File: src/hw/rtl/cfc_pkg.sv
// ----------------------------------------------------------------------------
// CRC frame checker package
// Shared types, constants and the CRC-16/CCITT-FALSE byte update.
// ----------------------------------------------------------------------------
package cfc_pkg;

  localparam int unsigned CountW     = 17;
  localparam int unsigned CfgIdxW    = 2;
  localparam int unsigned CfgDataW   = 8;
  localparam logic [CountW-1:0] CountMax = {CountW{1'b1}};
  localparam logic [CountW-1:0] MinFrameBytes = CountW'(13);
  localparam logic [15:0] CrcInit    = 16'hFFFF;
  localparam logic [15:0] CrcPoly    = 16'h1021;

  localparam logic [CfgIdxW-1:0] CfgMagicFirst  = 2'd0;
  localparam logic [CfgIdxW-1:0] CfgMagicSecond = 2'd1;
  localparam logic [CfgIdxW-1:0] CfgVersion     = 2'd2;

  typedef enum logic [2:0] {
    StatOk       = 3'd0,
    StatShort    = 3'd1,
    StatMagic    = 3'd2,
    StatVersion  = 3'd3,
    StatLength   = 3'd4,
    StatCrc      = 3'd5
  } status_e;

  typedef struct packed {
    logic accept;
    logic last;
    logic feed;
  } crc_ctl_t;

  function automatic logic [15:0] crc16_feed(input logic [15:0] crc, input logic [7:0] b);
    logic [15:0] c;
    c = crc ^ {b, 8'h00};
    for (int k = 0; k < 8; k++) begin
      if (c[15]) begin
        c = {c[14:0], 1'b0} ^ CrcPoly;
      end else begin
        c = {c[14:0], 1'b0};
      end
    end
    return c;
  endfunction

endpackage

File: src/hw/rtl/cfc_if.sv
// ----------------------------------------------------------------------------
// CRC frame checker channels
// Byte input channel and result channel with valid/ready handshake.
// ----------------------------------------------------------------------------
interface cfc_in_if;
  logic       valid;
  logic       ready;
  logic [7:0] frame_byte;
  logic       last_byte;

  modport source (output valid, frame_byte, last_byte, input ready);
  modport sink   (input valid, frame_byte, last_byte, output ready);
endinterface

interface cfc_res_if;
  logic        valid;
  logic        ready;
  logic [2:0]  status;
  logic [7:0]  frame_type;
  logic [7:0]  frame_flags;
  logic [31:0] sequence_res;
  logic [15:0] payload_len;

  modport source (output valid, status, frame_type, frame_flags, sequence_res,
                  payload_len, input ready);
  modport sink   (input valid, status, frame_type, frame_flags, sequence_res,
                  payload_len, output ready);
endinterface

File: src/hw/rtl/cfc_crc_track.sv
// ----------------------------------------------------------------------------
// CRC tracker
// Running CRC over the frame with a two-byte delay that holds back the CRC.
// ----------------------------------------------------------------------------
module cfc_crc_track import cfc_pkg::*; (
  input  logic        clk_i,
  input  logic        rst_ni,
  input  crc_ctl_t    ctl_i,
  input  logic [7:0]  data_i,
  output logic [15:0] crc_o,
  output logic [15:0] tail_o
);

  logic [15:0] crc_q, crc_d;
  logic [15:0] tail_q, tail_d;
  logic [15:0] crc_step;

  assign crc_step = ctl_i.feed ? crc16_feed(crc_q, tail_q[15:8]) : crc_q;

  always_comb begin
    crc_d  = crc_q;
    tail_d = tail_q;
    if (ctl_i.accept) begin
      if (ctl_i.last) begin
        crc_d  = CrcInit;
        tail_d = '0;
      end else begin
        crc_d  = crc_step;
        tail_d = {tail_q[7:0], data_i};
      end
    end
  end

  always_ff @(posedge clk_i or negedge rst_ni) begin
    if (!rst_ni) begin
      crc_q  <= CrcInit;
      tail_q <= '0;
    end else begin
      crc_q  <= crc_d;
      tail_q <= tail_d;
    end
  end

  assign crc_o  = crc_step;
  assign tail_o = tail_q;

endmodule

File: src/hw/rtl/crc_frame_checker_top.sv
// ----------------------------------------------------------------------------
// CRC frame checker
// Checks framed bytes: magic, version, length and CRC-16/CCITT-FALSE.
// Result: valid is registered and rises in the cycle after the last byte of a frame is accepted.
// Throughput: one byte per cycle; input stalls only while a result waits.
// Reset: frame state clears, CRC loads 0xFFFF, registers read zero.
// ----------------------------------------------------------------------------
module crc_frame_checker_top import cfc_pkg::*; (
  input  logic                clk_i,
  input  logic                rst_ni,
  input  logic                cfg_we_i,
  input  logic [CfgIdxW-1:0]  cfg_idx_i,
  input  logic [CfgDataW-1:0] cfg_data_i,
  cfc_in_if.sink              in_i,
  cfc_res_if.source           res_o
);

  logic [7:0]        magic_first_q, magic_second_q, version_q;
  logic [CountW-1:0] count_q, count_d;
  logic [7:0]        type_q, type_d, type_s;
  logic [7:0]        flags_q, flags_d, flags_s;
  logic [31:0]       seq_q, seq_d, seq_s;
  logic [15:0]       len_q, len_d, len_s;
  logic              magic_bad_q, magic_bad_d, magic_bad_s;
  logic              version_bad_q, version_bad_d, version_bad_s;

  logic              res_valid_q, res_valid_d;
  status_e           res_status_q, status_s;
  logic [7:0]        res_type_q, res_flags_q;
  logic [31:0]       res_seq_q;
  logic [15:0]       res_len_q;

  logic              in_acc, res_acc;
  logic [7:0]        b;
  logic [CountW-1:0] idx, total;
  logic [CountW:0]   expect_total;
  logic [15:0]       crc_s, tail, got;
  crc_ctl_t          crc_ctl;

  assign b       = in_i.frame_byte;
  assign idx     = count_q;
  assign in_i.ready = !res_valid_q || res_o.ready;
  assign in_acc  = in_i.valid && in_i.ready;
  assign res_acc = res_valid_q && res_o.ready;

  assign crc_ctl.accept = in_acc;
  assign crc_ctl.last   = in_i.last_byte;
  assign crc_ctl.feed   = (idx >= CountW'(4));

  cfc_crc_track u_crc (
    .clk_i  (clk_i),
    .rst_ni (rst_ni),
    .ctl_i  (crc_ctl),
    .data_i (b),
    .crc_o  (crc_s),
    .tail_o (tail)
  );

  always_ff @(posedge clk_i or negedge rst_ni) begin
    if (!rst_ni) begin
      magic_first_q  <= '0;
      magic_second_q <= '0;
      version_q      <= '0;
    end else if (cfg_we_i) begin
      unique case (cfg_idx_i)
        CfgMagicFirst:  magic_first_q  <= cfg_data_i;
        CfgMagicSecond: magic_second_q <= cfg_data_i;
        CfgVersion:     version_q      <= cfg_data_i;
        default: ;
      endcase
    end
  end

  always_comb begin
    magic_bad_s   = magic_bad_q
                  || ((idx == CountW'(0)) && (b != magic_first_q))
                  || ((idx == CountW'(1)) && (b != magic_second_q));
    version_bad_s = version_bad_q || ((idx == CountW'(2)) && (b != version_q));
    type_s  = (idx == CountW'(3)) ? b : type_q;
    flags_s = (idx == CountW'(4)) ? b : flags_q;
    seq_s   = seq_q;
    len_s   = len_q;
    if (idx == CountW'(5))  seq_s[7:0]   = b;
    if (idx == CountW'(6))  seq_s[15:8]  = b;
    if (idx == CountW'(7))  seq_s[23:16] = b;
    if (idx == CountW'(8))  seq_s[31:24] = b;
    if (idx == CountW'(9))  len_s[7:0]   = b;
    if (idx == CountW'(10)) len_s[15:8]  = b;

    total        = (idx < CountMax) ? idx + CountW'(1) : CountMax;
    expect_total = {1'b0, MinFrameBytes} + (CountW + 1)'(len_s);
    got          = {b, tail[7:0]};

    priority if (total < MinFrameBytes) begin
      status_s = StatShort;
    end else if (magic_bad_s) begin
      status_s = StatMagic;
    end else if (version_bad_s) begin
      status_s = StatVersion;
    end else if ({1'b0, total} != expect_total) begin
      status_s = StatLength;
    end else if (crc_s != got) begin
      status_s = StatCrc;
    end else begin
      status_s = StatOk;
    end
  end

  always_comb begin
    count_d       = count_q;
    type_d        = type_q;
    flags_d       = flags_q;
    seq_d         = seq_q;
    len_d         = len_q;
    magic_bad_d   = magic_bad_q;
    version_bad_d = version_bad_q;
    if (in_acc) begin
      if (in_i.last_byte) begin
        count_d       = '0;
        type_d        = '0;
        flags_d       = '0;
        seq_d         = '0;
        len_d         = '0;
        magic_bad_d   = 1'b0;
        version_bad_d = 1'b0;
      end else begin
        count_d       = (count_q < CountMax) ? count_q + CountW'(1) : count_q;
        type_d        = type_s;
        flags_d       = flags_s;
        seq_d         = seq_s;
        len_d         = len_s;
        magic_bad_d   = magic_bad_s;
        version_bad_d = version_bad_s;
      end
    end
  end

  always_ff @(posedge clk_i or negedge rst_ni) begin
    if (!rst_ni) begin
      count_q       <= '0;
      type_q        <= '0;
      flags_q       <= '0;
      seq_q         <= '0;
      len_q         <= '0;
      magic_bad_q   <= 1'b0;
      version_bad_q <= 1'b0;
    end else begin
      count_q       <= count_d;
      type_q        <= type_d;
      flags_q       <= flags_d;
      seq_q         <= seq_d;
      len_q         <= len_d;
      magic_bad_q   <= magic_bad_d;
      version_bad_q <= version_bad_d;
    end
  end

  always_comb begin
    res_valid_d = res_valid_q;
    if (in_acc && in_i.last_byte) begin
      res_valid_d = 1'b1;
    end else if (res_acc) begin
      res_valid_d = 1'b0;
    end
  end

  always_ff @(posedge clk_i or negedge rst_ni) begin
    if (!rst_ni) begin
      res_valid_q <= 1'b0;
    end else begin
      res_valid_q <= res_valid_d;
    end
  end

  always_ff @(posedge clk_i) begin
    if (in_acc && in_i.last_byte) begin
      res_status_q <= status_s;
      res_type_q   <= type_s;
      res_flags_q  <= flags_s;
      res_seq_q    <= seq_s;
      res_len_q    <= len_s;
    end
  end

  assign res_o.valid          = res_valid_q;
  assign res_o.status         = res_status_q;
  assign res_o.frame_type     = res_type_q;
  assign res_o.frame_flags    = res_flags_q;
  assign res_o.sequence_res   = res_seq_q;
  assign res_o.payload_len    = res_len_q;

  a_frame_clears: assert property (@(posedge clk_i) disable iff (!rst_ni)
    (in_acc && in_i.last_byte) |=> (count_q == '0 && !magic_bad_q && !version_bad_q))
    else $error("frame state not cleared after last item");

  a_stall_only_when_full: assert property (@(posedge clk_i) disable iff (!rst_ni)
    !in_i.ready |-> res_valid_q)
    else $error("input stalled with empty result register");

  a_result_from_last: assert property (@(posedge clk_i) disable iff (!rst_ni)
    $rose(res_valid_q) |-> $past(in_acc && in_i.last_byte))
    else $error("result appeared without a last item");

  a_status_range: assert property (@(posedge clk_i) disable iff (!rst_ni)
    res_valid_q |-> (res_status_q <= StatCrc))
    else $error("status code out of range");

endmodule

File: src/flat_wrapper.sv
// flat-port wrapper written by rule: the top's interface ports become plain ports
module crc_frame_checker_top_flat import cfc_pkg::*;
  (clk_i, rst_ni, cfg_we_i, cfg_idx_i, cfg_data_i, in_i_valid, in_i_frame_byte, in_i_last_byte, in_i_ready, res_o_valid, res_o_status, res_o_frame_type, res_o_frame_flags, res_o_sequence_res, res_o_payload_len, res_o_ready);
  cfc_in_if in_i_i ();
  cfc_res_if res_o_i ();
  input  logic clk_i;
  input  logic rst_ni;
  input  logic cfg_we_i;
  input  logic [CfgIdxW-1:0] cfg_idx_i;
  input  logic [CfgDataW-1:0] cfg_data_i;
  input wire logic [$bits(in_i_i.valid)-1:0] in_i_valid;
  input wire logic [$bits(in_i_i.frame_byte)-1:0] in_i_frame_byte;
  input wire logic [$bits(in_i_i.last_byte)-1:0] in_i_last_byte;
  output wire logic [$bits(in_i_i.ready)-1:0] in_i_ready;
  output wire logic [$bits(res_o_i.valid)-1:0] res_o_valid;
  output wire logic [$bits(res_o_i.status)-1:0] res_o_status;
  output wire logic [$bits(res_o_i.frame_type)-1:0] res_o_frame_type;
  output wire logic [$bits(res_o_i.frame_flags)-1:0] res_o_frame_flags;
  output wire logic [$bits(res_o_i.sequence_res)-1:0] res_o_sequence_res;
  output wire logic [$bits(res_o_i.payload_len)-1:0] res_o_payload_len;
  input wire logic [$bits(res_o_i.ready)-1:0] res_o_ready;
  assign in_i_i.valid = in_i_valid;
  assign in_i_i.frame_byte = in_i_frame_byte;
  assign in_i_i.last_byte = in_i_last_byte;
  assign in_i_ready = in_i_i.ready;
  assign res_o_valid = res_o_i.valid;
  assign res_o_status = res_o_i.status;
  assign res_o_frame_type = res_o_i.frame_type;
  assign res_o_frame_flags = res_o_i.frame_flags;
  assign res_o_sequence_res = res_o_i.sequence_res;
  assign res_o_payload_len = res_o_i.payload_len;
  assign res_o_i.ready = res_o_ready;
  crc_frame_checker_top u_core (.clk_i(clk_i), .rst_ni(rst_ni), .cfg_we_i(cfg_we_i), .cfg_idx_i(cfg_idx_i), .cfg_data_i(cfg_data_i), .in_i(in_i_i), .res_o(res_o_i));
endmodule
File: config.mk
export PLATFORM = sky130hd
export DESIGN_NAME = crc_frame_checker_top_flat
export DESIGN_NICKNAME = d
export VERILOG_FILES = /design/src/hw/rtl/cfc_pkg.sv /design/src/hw/rtl/cfc_if.sv /design/src/hw/rtl/cfc_crc_track.sv /design/src/hw/rtl/crc_frame_checker_top.sv /design/src/flat_wrapper.sv
export SDC_FILE = /design/constraint.sdc
export NUM_CORES = 1
export LEC_CHECK = 0
export BUFFER_PORTS_ARGS = -buffer_cell sky130_fd_sc_hd__buf_2
export CAP_MARGIN = 30
export CORE_ASPECT_RATIO = 0.9
export CORE_MARGIN = 2
export CORE_UTILIZATION = 47
export DETAILED_ROUTE_END_ITERATION = 10
export GPL_TIMING_DRIVEN = 0
export PLACE_DENSITY = 0.65
export SLEW_MARGIN = 30
export SYNTH_ARGS = -nofsm -noshare
export SYNTH_HDL_FRONTEND = slang
export SYNTH_HIERARCHICAL = 1
export SYNTH_SLANG_ARGS = --single-unit
File: constraint.sdc
create_clock -name clk_i -period 5.5 [get_ports clk_i]
set_clock_uncertainty 0.05 [all_clocks]
set_input_delay 0.55 -clock clk_i [delete_from_list [all_inputs] [get_ports clk_i]]
set_output_delay 0.55 -clock clk_i [all_outputs]
set_load 0.02 [all_outputs]
==> results.yml <==
worst_setup_path:
  cp.required_ns: 5.83
  startpoint_type: "flop"
  cp_data_arrival_time_ns: 5.32
  path_class: "reg -> reg"
  cp_max_fo: 10
  critPathCaptureType: "flop"
floorplanning:
  die-area_sq_mm: 0.02356
  core_sq_mm: 0.02176
  std_cell_rows: 51
  start_util: 0.4827
  die_height_um: 145.8
  ios: 93
  fp.dieW_um: 161.6
cells_and_area:
  fillers: 1889
  instances_no_fill: 1348
  areaGrowthSynthToFinish_pct: 16.10
  final_area_sq_mm: 0.01220
  drive_above_1_share: 0.2299
  antenna_cells: 0
  final_nets: 1069
route:
  vias_per_cell: 5.668
  route.vias.total: 7640
  ant_nets: 0
  wirelength_um: 26790
  drtIter0Drc: 635
  wl_per_cell_um: 19.88
  drc: 0
  detail_route.first_pass.iterations: 7
cts:
  cts_setup_buffers: 0
  clockRootBuffer: "clkbuf_16"
  cts_buffer_depth: 3
  numCtsBuffers: 23
  cts_num_sinks: 207
  cts_resized: 0
  clk_pin_slew_worst_paths_ns: 0.06
  insertion_delay_ns: 0.53
  cts_tree: "done"
  htreeDepth: 1
timing:
  finalSetupViolCount: 0
  whs_ns: 0.2397
  finalSetupTns_ns: 0
  worst_slew_pin_slew_ns: 0.9707
  period_share: 0.9075
  period_minus_slack_ns: 4.991
  finalHoldViolCount: 0
  slew_violations: 0
  rsz0062_at_grt: "false"
  relSlewSlack: 0.3529
  max_freq_ghz: 0.2004
synthesis:
  synth_edf_count: 67
  async_reset_ff_frac: 0.6763
  synth_ff_type: "dfrtp_1"
  syn_inst: 920
  synth_area_sq_mm: 0.01050
  synth_nets: 949
  yosysWarnings: 6
  synth.distinct_cells: 62
  synth_area_per_cell_sq_um: 11.42
  synth_seq_cells: 207
  yosysSeqAreaShare: 0.5270
status:
  status: "completed"
placed_design:
  gp_congestion: 0.9209
  placedCellCount: 1305
  hpwlAfterDp_um: 18510
  port_buffers: 92
  placed_area_sq_mm: 0.01139
pwr:
  p_leak_nw: 5.190
  p_per_area_mw_per_mm2: 334.9
  vdd_drop_max_mv: 0.2052
grt:
  grt_overflow: 0
  antenna_found_initial: 0
  grt_max_degree: 78
  grt_pass1_vias: 7457
  grt_usage: 0.2269
  grt_pass1_wl_um: 42430
worst_hold_path:
  hold_class: "in -> reg"
flow_run:
  maxCapViolations: 0
[kinds of logic (layout without fill, tap and decap cells)]
logic type / count (synthesis) / count (layout) / synth area share
AOI/OAI and AO/OA: 189 / 189 / 0.1207
adders and majority gates: 5 / 5 / 0.005956
and+or+nand+nor: 216 / 216 / 0.1115
xor gates and xnor gates: 99 / 99 / 0.08600
muxes: 108 / 108 / 0.1129
DFF: 207 / 207 / 0.5270
buffers and inverters: 96 / 233 / 0.03597
[report_power, final]
| part | switching, mW | internal [mW] |
|---|---|---|
| registers | 0.0910 | 1.73 |
| clock network | 0.632 | 0.966 |
| logic | 0.383 | 0.282 |
| total | 1.11 | 2.98 |
[cells in the mapped netlist (4+ instances only)]
| master | number | area, sq um |
|---|---|---|
| inv_1 | 40 | 150.1 |
| dfstp_2 | 16 | 420.4 |
| mux2_2 | 81 | 912.1 |
| and2_1 | 4 | 25.02 |
| o21ai_0 | 58 | 290.3 |
| buf_1 | 4 | 15.01 |
| mux2i_1 | 26 | 260.3 |
| a22o_1 | 55 | 481.7 |
| nor2_1 | 40 | 150.1 |
| a21oi_1 | 36 | 180.2 |
| a31oi_1 | 5 | 31.28 |
| nor3_1 | 12 | 60.06 |
| nand4_1 | 19 | 118.9 |
| ha_1 | 5 | 62.56 |
| xnor2_1 | 61 | 534.3 |
| clkbuf_1 | 47 | 176.4 |
| o31ai_1 | 4 | 30.03 |
| nand3_1 | 13 | 65.06 |
| and4_1 | 4 | 35.03 |
| xor2_1 | 34 | 297.8 |
| nand3b_1 | 20 | 150.1 |
| dfrtp_1 | 124 | 3103 |
| nand2b_1 | 4 | 25.02 |
| nor4_1 | 11 | 68.82 |
| o22a_1 | 9 | 78.83 |
| nand2_1 | 57 | 214.0 |
| edfxtp_1 | 67 | 2012 |
| and3_1 | 5 | 31.28 |
[metal layers]
metal  track usage  share of wire
met1        0.3449           0.47
met2        0.3517           0.46
met3       0.02650          0.055
met4       0.04643          0.020
met5             0              0
[placed cells by master (no fill, tap or decap), drive strengths merged, types with 20 or more instances in the layout]
master,count
dfrtp,124
buf,102
clkbuf,83
mux2,81
edfxtp,67
xnor2,64
o21ai,60
nand2,57
a22o,55
inv,43
nor2,40
a21oi,36
xor2,34
mux2i,27
nand3b,20
[critical path: stages, from the launching register on]
cell       delay [ns]
dfrtp_1          0.47
inv_1            0.12
ha_1             0.25
or4bb_1          0.43
nor4_1           0.37
buf_2            0.35
mux2i_1          0.39
inv_1            0.16
ha_1             0.30
nor3_1           0.20
nor2_1           0.06
mux2i_1          0.34
nor2_1           0.13
xnor2_1          0.21
o2111ai_1        0.13
a2111o_1         0.45
o31a_1           0.33
o21ai_2          0.10
[flip-flops by register name, indices dropped and copies added, names as in the netlist, 16 cells and up]
name and flops:
u_core/u_crc/tail_o 16, u_core/seq_q 32, u_core/len_q 16, u_core/res_o.payload_len 16
u_core/u_crc/crc_q 16, u_core/res_o.sequence_res 32, u_core/count_q 17
[cell type report]
cell class                      count  area [sq um]  area share
Buffer                             55         224.0     0.01836
Inverter                           41         156.4     0.01282
Tap cell                          291         364.1     0.02986
Clock inverter                      6         97.59    0.008002
Clock buffer                       36         694.4     0.05694
Timing Repair Buffer               95         528.0     0.04330
Sequential cell                   207          5535      0.4539
Multi-Input combinational cell    617          4596      0.3768
[worst paths after layout]
| check | start | end | slack, ns | cells past startpoint |
|---|---|---|---|---|
| worst min-delay path | cfg_data_i[2] | u_core/version_q[2] | 0.24 | 2 |
| max in group asynchronous | rst_ni | u_core/u_crc/crc_q[3] | 4.09 | 3 |
| worst min register to register | u_core/seq_q[25] | u_core/seq_q[25] | 0.45 | 1 |
| min in group asynchronous | rst_ni | u_core/len_q[13] | 0.50 | 2 |
| worst max register to register | u_core/count_q[1] | u_core/res_o.status[0] | 0.51 | 17 |
| worst max-delay path | u_core/count_q[1] | u_core/res_o.status[0] | 0.51 | 17 |
[timing repair]
| item | in CTS | in global routing |
|---|---|---|
| endpoints found under the setup margin | 0 | 0 |
| hold buffers | 1 | 0 |
| hold endpoints to repair | 63 | 0 |
[metrics by stage]
stage | util | total power [mW] | setup WS, ns
2_1_floorplan | - | 2.307 | 1.436
3_3_place_gp | 0.5206 | 2.490 | 0.6273
3_5_place_dp | 0.5236 | 2.506 | 0.5659
4_1_cts | 0.5605 | 4.107 | 0.5495
5_1_grt | 0.5605 | 4.236 | 0.2250
6_report | 0.5605 | 4.084 | 0.5088
No activity file was read; power rests on OpenSTA's default activity.
